[src/hw/rtl/mdfr_pkg.sv]
package mdfr_pkg;

  localparam int unsigned MTU    = 64;
  localparam int unsigned FLEN_W = $clog2(MTU + 1);
  localparam int unsigned CMP_W  = (FLEN_W > 7) ? FLEN_W : 7;

  localparam int unsigned CFG_ADDR_W = 2;
  localparam int unsigned CFG_DATA_W = 8;

  localparam logic [CFG_ADDR_W-1:0] REG_MARK_BYTE     = 2'd0;
  localparam logic [CFG_ADDR_W-1:0] REG_MIN_FRAME_LEN = 2'd1;
  localparam logic [CFG_ADDR_W-1:0] REG_TIMEOUT_TICKS = 2'd2;

  localparam logic [7:0] MARK_BYTE_RST     = 8'd126;
  localparam logic [6:0] MIN_FRAME_LEN_RST = 7'd3;
  localparam logic [7:0] TIMEOUT_TICKS_RST = 8'd2;

  localparam logic [15:0] CRC_INIT = 16'hFFFF;
  localparam logic [15:0] CRC_POLY = 16'h1021;

  localparam logic OP_BYTE = 1'b0;

  typedef enum logic [2:0] {
    EV_NONE     = 3'd0,
    EV_STORED   = 3'd1,
    EV_GOOD     = 3'd2,
    EV_CRCERR   = 3'd3,
    EV_SHORT    = 3'd4,
    EV_OVERFLOW = 3'd5
  } evt_t;

  // crc-16 ccitt, msb first, one byte
  function automatic logic [15:0] crc_feed(input logic [15:0] crc_in, input logic [7:0] b);
    logic [15:0] c;
    c = crc_in ^ {b, 8'h00};
    for (int k = 0; k < 8; k++) begin
      if (c[15]) begin
        c = {c[14:0], 1'b0} ^ CRC_POLY;
      end else begin
        c = {c[14:0], 1'b0};
      end
    end
    return c;
  endfunction

endpackage

[src/hw/rtl/mark_delimited_frame_receiver.sv]
// Mark-delimited frame receiver. Each input item is either a received byte
// (in_tuser = 0, byte in in_tdata) or a 1 ms tick (in_tuser = 1), and each item
// yields exactly one result item whose kind sits in out_tuser: none, byte stored,
// frame good, CRC error, too short or overflow restart. A lone mark byte closes
// the frame, a doubled mark is a literal mark, and a mark after the idle timeout
// closes the frame at once. The CRC-16 CCITT (init FFFF) over all but the last
// two bytes is checked against those bytes read as a little-endian FCS. Every
// item is handled by logic between the input handshake and the result register,
// so one item is taken per cycle whenever the result register is empty or being
// drained; the result is registered and appears in the cycle after acceptance.
// Configuration writes must only happen while the block is idle.
module mark_delimited_frame_receiver (
  input  logic        clk,
  input  logic        rst_n,
  input  logic        cfg_we,
  input  logic [1:0]  cfg_addr,
  input  logic [7:0]  cfg_wdata,
  input  logic        in_tvalid,
  output logic        in_tready,
  input  logic [7:0]  in_tdata,   // rx_byte
  input  logic        in_tuser,   // op
  output logic        out_tvalid,
  input  logic        out_tready,
  output logic [31:0] out_tdata,  // data_byte, byte_index, payload_length, frame_type
  output logic [2:0]  out_tuser   // event_res
);

  localparam int unsigned FW = mdfr_pkg::FLEN_W;
  localparam int unsigned CW = mdfr_pkg::CMP_W;

  logic [7:0] mark_byte_r;
  logic [6:0] min_frame_len_r;
  logic [7:0] timeout_ticks_r;

  logic          mark_pending_r, mark_pending_nxt;
  logic          idle_flag_r, idle_flag_nxt;
  logic [7:0]    idle_ticks_r, idle_ticks_nxt;
  logic [FW-1:0] frame_len_r, frame_len_nxt;
  logic [15:0]   running_crc_r, running_crc_nxt;
  logic [15:0]   last_two_r, last_two_nxt;
  logic [7:0]    first_byte_r, first_byte_nxt;

  logic             out_tvalid_r;
  mdfr_pkg::evt_t   ev_r, ev_nxt;
  logic [7:0]       dbyte_r, dbyte_nxt;
  logic [5:0]       idx_r, idx_nxt;
  logic [5:0]       plen_r, plen_nxt;
  logic [7:0]       ftype_r, ftype_nxt;

  logic          accept;
  logic          is_mark, first_mark, end_cond, too_short;
  logic [7:0]    ticks_inc;
  logic [FW-1:0] len_c;
  logic [15:0]   crc_c, l2_c, fcs;
  logic [CW-1:0] len_ext, min_ext, diff;

  assign in_tready  = !out_tvalid_r || out_tready;
  assign accept     = in_tvalid && in_tready;
  assign out_tvalid = out_tvalid_r;
  assign out_tuser  = ev_r;
  assign out_tdata  = {4'd0, ftype_r, plen_r, idx_r, dbyte_r};

  always_comb begin
    mark_pending_nxt = mark_pending_r;
    idle_flag_nxt    = idle_flag_r;
    idle_ticks_nxt   = idle_ticks_r;
    frame_len_nxt    = frame_len_r;
    running_crc_nxt  = running_crc_r;
    last_two_nxt     = last_two_r;
    first_byte_nxt   = first_byte_r;
    ev_nxt           = mdfr_pkg::EV_NONE;
    dbyte_nxt        = 8'd0;
    idx_nxt          = 6'd0;
    plen_nxt         = 6'd0;
    ftype_nxt        = 8'd0;

    is_mark    = (in_tdata == mark_byte_r);
    first_mark = is_mark && !mark_pending_r;
    end_cond   = (first_mark || mark_pending_r) && (!is_mark || idle_flag_r);
    ticks_inc  = (idle_ticks_r != 8'hFF) ? idle_ticks_r + 8'd1 : idle_ticks_r;
    len_ext    = CW'(frame_len_r);
    min_ext    = CW'(min_frame_len_r);
    diff       = len_ext - min_ext;
    too_short  = (len_ext < min_ext) || (frame_len_r < FW'(2));
    fcs        = {last_two_r[7:0], last_two_r[15:8]};
    len_c      = frame_len_r;
    crc_c      = running_crc_r;
    l2_c       = last_two_r;

    if (in_tuser != mdfr_pkg::OP_BYTE) begin
      idle_ticks_nxt = ticks_inc;
      if (ticks_inc >= timeout_ticks_r) begin
        idle_flag_nxt = 1'b1;
      end
    end else if (first_mark && !idle_flag_r) begin
      mark_pending_nxt = 1'b1;
    end else begin
      if (end_cond) begin
        if (frame_len_r != '0) begin
          ftype_nxt = first_byte_r;
          if (too_short) begin
            ev_nxt = mdfr_pkg::EV_SHORT;
          end else begin
            ev_nxt   = (fcs == running_crc_r) ? mdfr_pkg::EV_GOOD : mdfr_pkg::EV_CRCERR;
            plen_nxt = diff[5:0];
          end
        end
        len_c = '0;
        crc_c = mdfr_pkg::CRC_INIT;
        l2_c  = 16'd0;
      end
      if (end_cond && is_mark) begin
        mark_pending_nxt = 1'b0;
        frame_len_nxt    = len_c;
        running_crc_nxt  = crc_c;
        last_two_nxt     = l2_c;
      end else begin
        mark_pending_nxt = 1'b0;
        idle_flag_nxt    = 1'b0;
        idle_ticks_nxt   = 8'd0;
        if (len_c >= FW'(mdfr_pkg::MTU)) begin
          len_c  = '0;
          crc_c  = mdfr_pkg::CRC_INIT;
          l2_c   = 16'd0;
          ev_nxt = mdfr_pkg::EV_OVERFLOW;
        end
        if (len_c >= FW'(2)) begin
          crc_c = mdfr_pkg::crc_feed(crc_c, l2_c[15:8]);
        end
        if (len_c == '0) begin
          first_byte_nxt = in_tdata;
        end
        idx_nxt         = len_c[5:0];
        running_crc_nxt = crc_c;
        last_two_nxt    = {l2_c[7:0], in_tdata};
        frame_len_nxt   = len_c + FW'(1);
        dbyte_nxt       = in_tdata;
        if (ev_nxt == mdfr_pkg::EV_NONE) begin
          ev_nxt = mdfr_pkg::EV_STORED;
        end
      end
    end
  end

  always_ff @(posedge clk) begin
    if (!rst_n) begin
      mark_byte_r     <= mdfr_pkg::MARK_BYTE_RST;
      min_frame_len_r <= mdfr_pkg::MIN_FRAME_LEN_RST;
      timeout_ticks_r <= mdfr_pkg::TIMEOUT_TICKS_RST;
    end else if (cfg_we) begin
      unique case (cfg_addr)
        mdfr_pkg::REG_MARK_BYTE:     mark_byte_r     <= cfg_wdata;
        mdfr_pkg::REG_MIN_FRAME_LEN: min_frame_len_r <= cfg_wdata[6:0];
        mdfr_pkg::REG_TIMEOUT_TICKS: timeout_ticks_r <= cfg_wdata;
        default: ;
      endcase
    end
  end

  always_ff @(posedge clk) begin
    if (!rst_n) begin
      mark_pending_r <= 1'b0;
      idle_flag_r    <= 1'b0;
      idle_ticks_r   <= 8'd0;
      frame_len_r    <= '0;
      running_crc_r  <= mdfr_pkg::CRC_INIT;
      last_two_r     <= 16'd0;
      first_byte_r   <= 8'd0;
      out_tvalid_r   <= 1'b0;
    end else begin
      if (accept) begin
        mark_pending_r <= mark_pending_nxt;
        idle_flag_r    <= idle_flag_nxt;
        idle_ticks_r   <= idle_ticks_nxt;
        frame_len_r    <= frame_len_nxt;
        running_crc_r  <= running_crc_nxt;
        last_two_r     <= last_two_nxt;
        first_byte_r   <= first_byte_nxt;
        out_tvalid_r   <= 1'b1;
      end else if (out_tready) begin
        out_tvalid_r <= 1'b0;
      end
    end
  end

  always_ff @(posedge clk) begin
    if (accept) begin
      ev_r    <= ev_nxt;
      dbyte_r <= dbyte_nxt;
      idx_r   <= idx_nxt;
      plen_r  <= plen_nxt;
      ftype_r <= ftype_nxt;
    end
  end

endmodule
[config.mk]
export PLATFORM = sky130hd
export DESIGN_NAME = mark_delimited_frame_receiver
export DESIGN_NICKNAME = d
export VERILOG_FILES = /design/src/hw/rtl/mdfr_pkg.sv /design/src/hw/rtl/mark_delimited_frame_receiver.sv
export SDC_FILE = /design/constraint.sdc
export NUM_CORES = 1
export LEC_CHECK = 0
export BUFFER_PORTS_ARGS = -buffer_cell sky130_fd_sc_hd__buf_4
export CAP_MARGIN = 5
export CORE_ASPECT_RATIO = 1.75
export CORE_MARGIN = 4
export CORE_UTILIZATION = 57
export DETAILED_ROUTE_END_ITERATION = 16
export HOLD_SLACK_MARGIN = 0.02
export PLACE_DENSITY = 0.79
export RECOVER_POWER = 50
export SYNTH_ARGS = -nofsm -noshare
export SYNTH_HDL_FRONTEND = slang
export SYNTH_SLANG_ARGS = --single-unit
[constraint.sdc]
create_clock -name clk -period 2.9 [get_ports clk]
set_input_delay 0.435 -clock clk [delete_from_list [all_inputs] [get_ports clk]]
set_output_delay 0.435 -clock clk [all_outputs]
set_load 0.02 [all_outputs]
## Yosys cells after proc, flatten, opt, wreduce, memory -nomap -nowiden

Index checks and enable logic that the tools add are counted.

- Register bits: 112
- Input port bits: 24
- Output and inout bits: 37
- Word-level logic and storage cells: 154

- Add/subtract/negate cells: 3
- $lt $le $gt $ge: 5
- Eq/ne operators: 8
- Mux-type cells: 78
- Bitwise operators: 14
- Reduce and logical (&&, ||, !) cells: 30

Operators with widths:

| kind | number |
|---|---|
| two-way mux 16 bit | 41 |
| two-way mux 13 bit | 8 |
| two-way mux 7 bit | 8 |
| two-way mux 8 bit | 4 |
| two-way mux 3 bit | 9 |
| NOT 3 bit | 8 |
| == test 16 bit | 1 |
| bitwise XOR 16 bit | 1 |
| adder 8 x 1 -> 8 bit, second input constant | 1 |
| == test 8 bit | 1 |
| >= comparator 8 bit | 1 |
| two-way mux 1 bit | 8 |
| inequality test 8 bit, second input constant | 1 |
| AND reduction 2 bit | 4 |
| adder 7 x 1 -> 7 bit, second input constant | 1 |
| >= comparator 7 x 2 -> 1 bit, second input constant | 1 |
| >= comparator 7 bit, second input constant | 1 |
| zero test 7 bit | 1 |
| less-than comparator 7 x 2 -> 1 bit, second input constant | 1 |
| less-than comparator 7 bit | 1 |
| nonzero test 7 bit | 1 |
| AND reduction 3 bit | 2 |
| subtractor 6 bit | 1 |
| logical AND 1 bit | 5 |
| other kinds (16) | 27 |

## Longest topological paths before layout

- Depth in word-level cells: 59
- Mapped depth: 13
- Gate-level depth less buffers: 11

## Least setup slack after synthesis

Ideal clock, no wire load.

- Path kind: input -> register
- Start point: in in_tdata[7]
- End point: reg running_crc_r[10]
- Library setup time: 132 ps
- Data arrival time: 2550 ps
- Required time: 2768 ps
- Path slack: 218 ps
- Stages: 11
- Path buffers: 2
- Cells stage by stage: xnor2_1 > nand4_2 > o21ai_2 > and3_1 > buf_4 > nand2_1 > ha_1 > nor3_2 > a21oi_2 > buf_6 > a2bb2oi_1

- Longest elaborated chain between the ends: 52
- Elaborated cells between the ends (all ways): 69
- Classes of those cells: 2 x order compare; 1 x eq/ne; 55 x mux; 3 x bitwise; 8 x reduce/logical

RTL lines:

| item | line | RTL |
|---|---|---|
| from (decl) | mark_delimited_frame_receiver.sv:20 | `input logic [7:0] in_tdata,` |
| == test 8 bit (*) | mark_delimited_frame_receiver.sv:77 | `is_mark = (in_tdata == mark_byte_r);` |
| logical AND 1 bit or zero test 1 bit (tied branches) | mark_delimited_frame_receiver.sv:78, mark_delimited_frame_receiver.sv:79 |  |
| logical OR 1 bit | mark_delimited_frame_receiver.sv:79 | `end_cond = (first_mark \|\| mark_pending_r) && (!is_mark \|\| idle_flag_r);` |
| logical AND 1 bit | mark_delimited_frame_receiver.sv:79 |  |
| two-way mux 7 bit | mark_delimited_frame_receiver.sv:98 | `if (end_cond) begin` |
| two-way mux 7 bit | mark_delimited_frame_receiver.sv:95 | `end else if (first_mark && !idle_flag_r) begin` |
| two-way mux 7 bit | mark_delimited_frame_receiver.sv:90 | `if (in_tuser != mdfr_pkg::OP_BYTE) begin` |
| >= comparator 7 bit | mark_delimited_frame_receiver.sv:121 | `if (len_c >= FW'(mdfr_pkg::MTU)) begin` |
| (+36 left out) | - |  |
| two-way mux 13 bit | mdfr_pkg.sv:37 | `if (c[15]) begin` |
| two-way mux 16 bit | mark_delimited_frame_receiver.sv:127 | `if (len_c >= FW'(2)) begin` |
| two-way mux 16 bit | mark_delimited_frame_receiver.sv:112 | `if (end_cond && is_mark) begin` |
| two-way mux 16 bit | mark_delimited_frame_receiver.sv:95 |  |
| two-way mux 16 bit | mark_delimited_frame_receiver.sv:90 |  |
| two-way mux 13 bit | mdfr_pkg.sv:37 |  |
| two-way mux 16 bit | mark_delimited_frame_receiver.sv:127 |  |
| two-way mux 16 bit | mark_delimited_frame_receiver.sv:112 |  |
| to (signal assigned) | mark_delimited_frame_receiver.sv:166 | `running_crc_r <= mdfr_pkg::CRC_INIT;` |
| to (signal assigned) | mark_delimited_frame_receiver.sv:176 | `running_crc_r <= running_crc_nxt;` |
| to (decl) | mark_delimited_frame_receiver.sv:39 | `logic [15:0] running_crc_r, running_crc_nxt;` |

Every way passes the cells marked *; elsewhere a longest branch is shown, timed or not. The select of a mux whose other input is x is not followed.
A chain may end at the register's enable or synchronous reset.

## Worst setup path after layout

- Start point: reg idle_ticks_r[3]
- End point: reg idle_flag_r

- Longest elaborated chain between the ends: 5
- Elaborated cells between the ends (all ways): 6
- Classes of those cells: 1 x add/sub; 1 x order compare; 2 x eq/ne; 1 x mux; 1 x reduce/logical

RTL lines:

| item | line | RTL |
|---|---|---|
| from (decl) | mark_delimited_frame_receiver.sv:37 | `logic [7:0] idle_ticks_r, idle_ticks_nxt;` |
| from (signal assigned) | mark_delimited_frame_receiver.sv:174 | `idle_ticks_r <= idle_ticks_nxt;` |
| adder 8 x 1 -> 8 bit or inequality test 8 bit (tied branches) | mark_delimited_frame_receiver.sv:80 | `ticks_inc = (idle_ticks_r != 8'hFF) ? idle_ticks_r + 8'd1 : idle_ticks_r;` |
| two-way mux 8 bit (*) | mark_delimited_frame_receiver.sv:80 |  |
| >= comparator 8 bit (*) | mark_delimited_frame_receiver.sv:92 | `if (ticks_inc >= timeout_ticks_r) begin` |
| inequality test 2 x 1 -> 1 bit (no line) (*) | - |  |
| AND reduction 4 bit (no line) (*) | - |  |
| to (signal assigned) | mark_delimited_frame_receiver.sv:173 | `idle_flag_r <= idle_flag_nxt;` |
| to (decl) | mark_delimited_frame_receiver.sv:36 | `logic idle_flag_r, idle_flag_nxt;` |

Every way passes the cells marked *; elsewhere a longest branch is shown, timed or not.

==> summary.txt <==
Crit-path cells = and3_1, nand3_1, nor2_2, mux2_2, ha_1, a211oi_1, o31ai_1, nand3_1, a21oi_1, o21a_1
Die area = 0.0114 mm^2
Least-Margin Pin Slew = 1070 ps
Hpwl dp = 9720 um
Iter 0 DRT Violations = 232
Crit end category = flop
Predominant post-synthesis flop cell = dfxtp_1
Top post-synthesis cells by area = dfxtp_1, edfxtp_1, xnor2_1, ha_1, nand2_1
CORE AREA = 0.00947 mm^2
Yosys cell types = 65
Count of final hold-check violations = 0
Skew-Pair Late Insertion Delay = 350 ps
Worst path buffer plus inverter count = 0
Leakage = 2.48 nW
Htree depth = 3
Total CTS buffers = 9
Ys Warns = 0
CTS Buffer Depth = 2
Critical path's most frequent cell = nand3_1
VDD IR max = 0.351 mV
Reg2Reg Depth = 10
Status = finished clean
Total GRT Usage = 23.7%
Largest net degree at the start of global routing = 56
Worst Hold Depth = 2
Synthesized instance count = 538
CP max stage cell = dfxtp_1
Arrival time worst endpoint = 2840 ps
Io pins = 61
ANT cells = 0
Setup Crit Path Kind = reg2reg
Worst Path Required = 3140 ps
WL/cell = 17.6 um
Routed via count = 4,105
Crit path max-delay family = simple AND/OR/NAND/NOR gates
Num rows = 47
Gr ovfl total = 0
CTS sink count = 112
Crit share post-route = 89.7%
Number of synthesized register bits = 112
CTS tree = yes
Top-area cell type share of the netlist area = 29.3%
Vias/cell = 5.65
First-pass GRT wire length = 20,900 um
CTS root buf = clkbuf_16
MaxCap Viol Count = 0
Hold path endpoint = last_two_r[7]$_SDFFE_PN0P_
RSZ-0062 raised after global routing = no
Power per cell area = 513 mW/mm^2
Max Slew Vio Count = 0
Area Overhead vs Synth = 12.4%
Reg clk slew, reported paths = 70 ps
R2R Path End = idle_flag_r$_SDFFE_PN0P_
Number of synthesized flops with an enable pin = 31
Vias in the first global route = 4,194
Synth area leader = dfxtp_1
Remaining DRCs = 0
Routed WL = 12,800 um
Post-Place Cells = 710
Final net count = 643
Startpoint Class = flop
Final GP Congestion = 0.864
Post-DRT Antenna Nets = 0
Non-filler instance count after layout = 726
Die Span Y = 138 um
Initial antenna violation count = 0
Mean Syn Cell Area = 10.3 um^2
Most frequent cell after synthesis = dfxtp_1
# port buffers = 56
Final Setup Violations = 0
Clock skew = 7.32 ps
Placed cell area = 0.00610 mm^2
Critical path's largest stage delay = 430 ps
Highest Clock Rate = 385 MHz
Post-synthesis sequential area ratio = 46.1%
Commonest cells post-synth = dfxtp_1, nand2_1, xnor2_1
FF-to-FF Start = idle_ticks_r[3]$_SDFFE_PN0P_
Drt pass-1 iters = 4
TNS Setup = 0 ps
Slew HR = 28.5%
Tmin final = 2600 ps
Share of post-route cells with drive strength above 1 = 12.1%
Worst Hold Class = in2reg
Final Total Pwr = 3.20 mW
R2r setup slk = 300 ps
Hold Startpoint = in_tdata[7]
Crit-path max FO = 7
Die Wd = 82.5 um
Post-route design area = 0.00623 mm^2
Ys async rst share = 0%
Cell Area, Synth = 0.00554 mm^2
Initial Utilization = 58.5%
[power breakdown]
part	total [mW]	switching, mW	internal (mW)
registers	1.69	0.0335	1.66
logic	0.357	0.217	0.140
clock network	1.15	0.559	0.588
[sequential cells by signal (all words and copies together), names as in the netlist]
signal and count:
out_tvalid 1, idle_ticks_r 8, timeout_ticks_r 8, mark_pending_r 1, mark_byte_r 8, dbyte_r 8
ftype_r 8, running_crc_r 16, last_two_r 16, min_ext 7, idle_flag_r 1, plen_r 6
first_byte_r 8, out_tuser 3, frame_len_r 7, idx_r 6
[placed cells by master (no fill, tap or decap), types with 18 or more instances in the layout]
cell type  synthesis  routed
and2_1            20      19
buf_4              7      34
clkbuf_1          11      38
dfxtp_1           81      81
edfxtp_1          31      31
ha_1              19      19
inv_1             23      23
nand2_1           52      52
nand3_1           21      21
nor2b_1           25      25
o21ai_0           18      18
xnor2_1           37      37
[metal layers]
| metal | wire length [um] | up-vias | track usage, % | part of all wire (%) |
|---|---|---|---|---|
| li1 | - | 2012 | - | - |
| met1 | 4640 | 1973 | 26.0 | 36 |
| met2 | 7270 | 89 | 42.4 | 57 |
| met3 | 410 | 31 | 3.52 | 3.2 |
| met4 | 458 | 0 | 11.8 | 3.6 |
| met5 | 0 | - | 0 | 0 |
[final cells by class]
class	instances	area, um^2
fillers	773	3240
multi-input cells	382	2770
flip-flops and latches	112	2550
repair buffers	71	394
clock buffers	10	229
well taps	122	153
inverters	23	86.3
clock inverters	6	42.5
[worst max path at each step]
stage / from / to / cells past startpoint
global placement: in_tdata[7] / running_crc_r[4]$_SDFFE_PN1P_ / 12
global route: idle_ticks_r[3]$_SDFFE_PN0P_ / idle_flag_r$_SDFFE_PN0P_ / 11
CTS: idle_ticks_r[3]$_SDFFE_PN0P_ / idle_flag_r$_SDFFE_PN0P_ / 10
finish: idle_ticks_r[3]$_SDFFE_PN0P_ / idle_flag_r$_SDFFE_PN0P_ / 10
floorplan: in_tdata[7] / running_crc_r[10]$_SDFFE_PN1P_ / 11
detailed placement: in_tdata[7] / running_crc_r[4]$_SDFFE_PN1P_ / 12
[cells by family (layout without fill, tap and decap cells)]
kind of cell	count (synthesis)	count (layout)	share of synthesized area, %
compound gates	103	103	14.3
buf+inv	47	110	4.13
flops	112	112	46.1
fa+ha+maj	20	20	4.65
xor+xnor	53	53	8.92
other cells	1	4	0.0677
mux	17	17	3.12
simple gates	185	185	18.8
[per-stage QoR]
step           utilization [%]  worst slack, ps  hold slack [ps]
2_1_floorplan                -              218              431
3_3_place_gp              64.4              244              442
3_5_place_dp              64.4              132              459
4_1_cts                   67.3              260              327
5_1_grt                   65.8             37.1              343
6_report                  65.8              299              337
[timing repair]
item,CTS,global route
endpoints found under the hold margin,0,0
endpoints found under the setup margin,0,1
hold buffers,0,0
gates resized for setup,0,1
buffers inserted,0,0
Note: power is estimated with default switching activity, not from simulation.
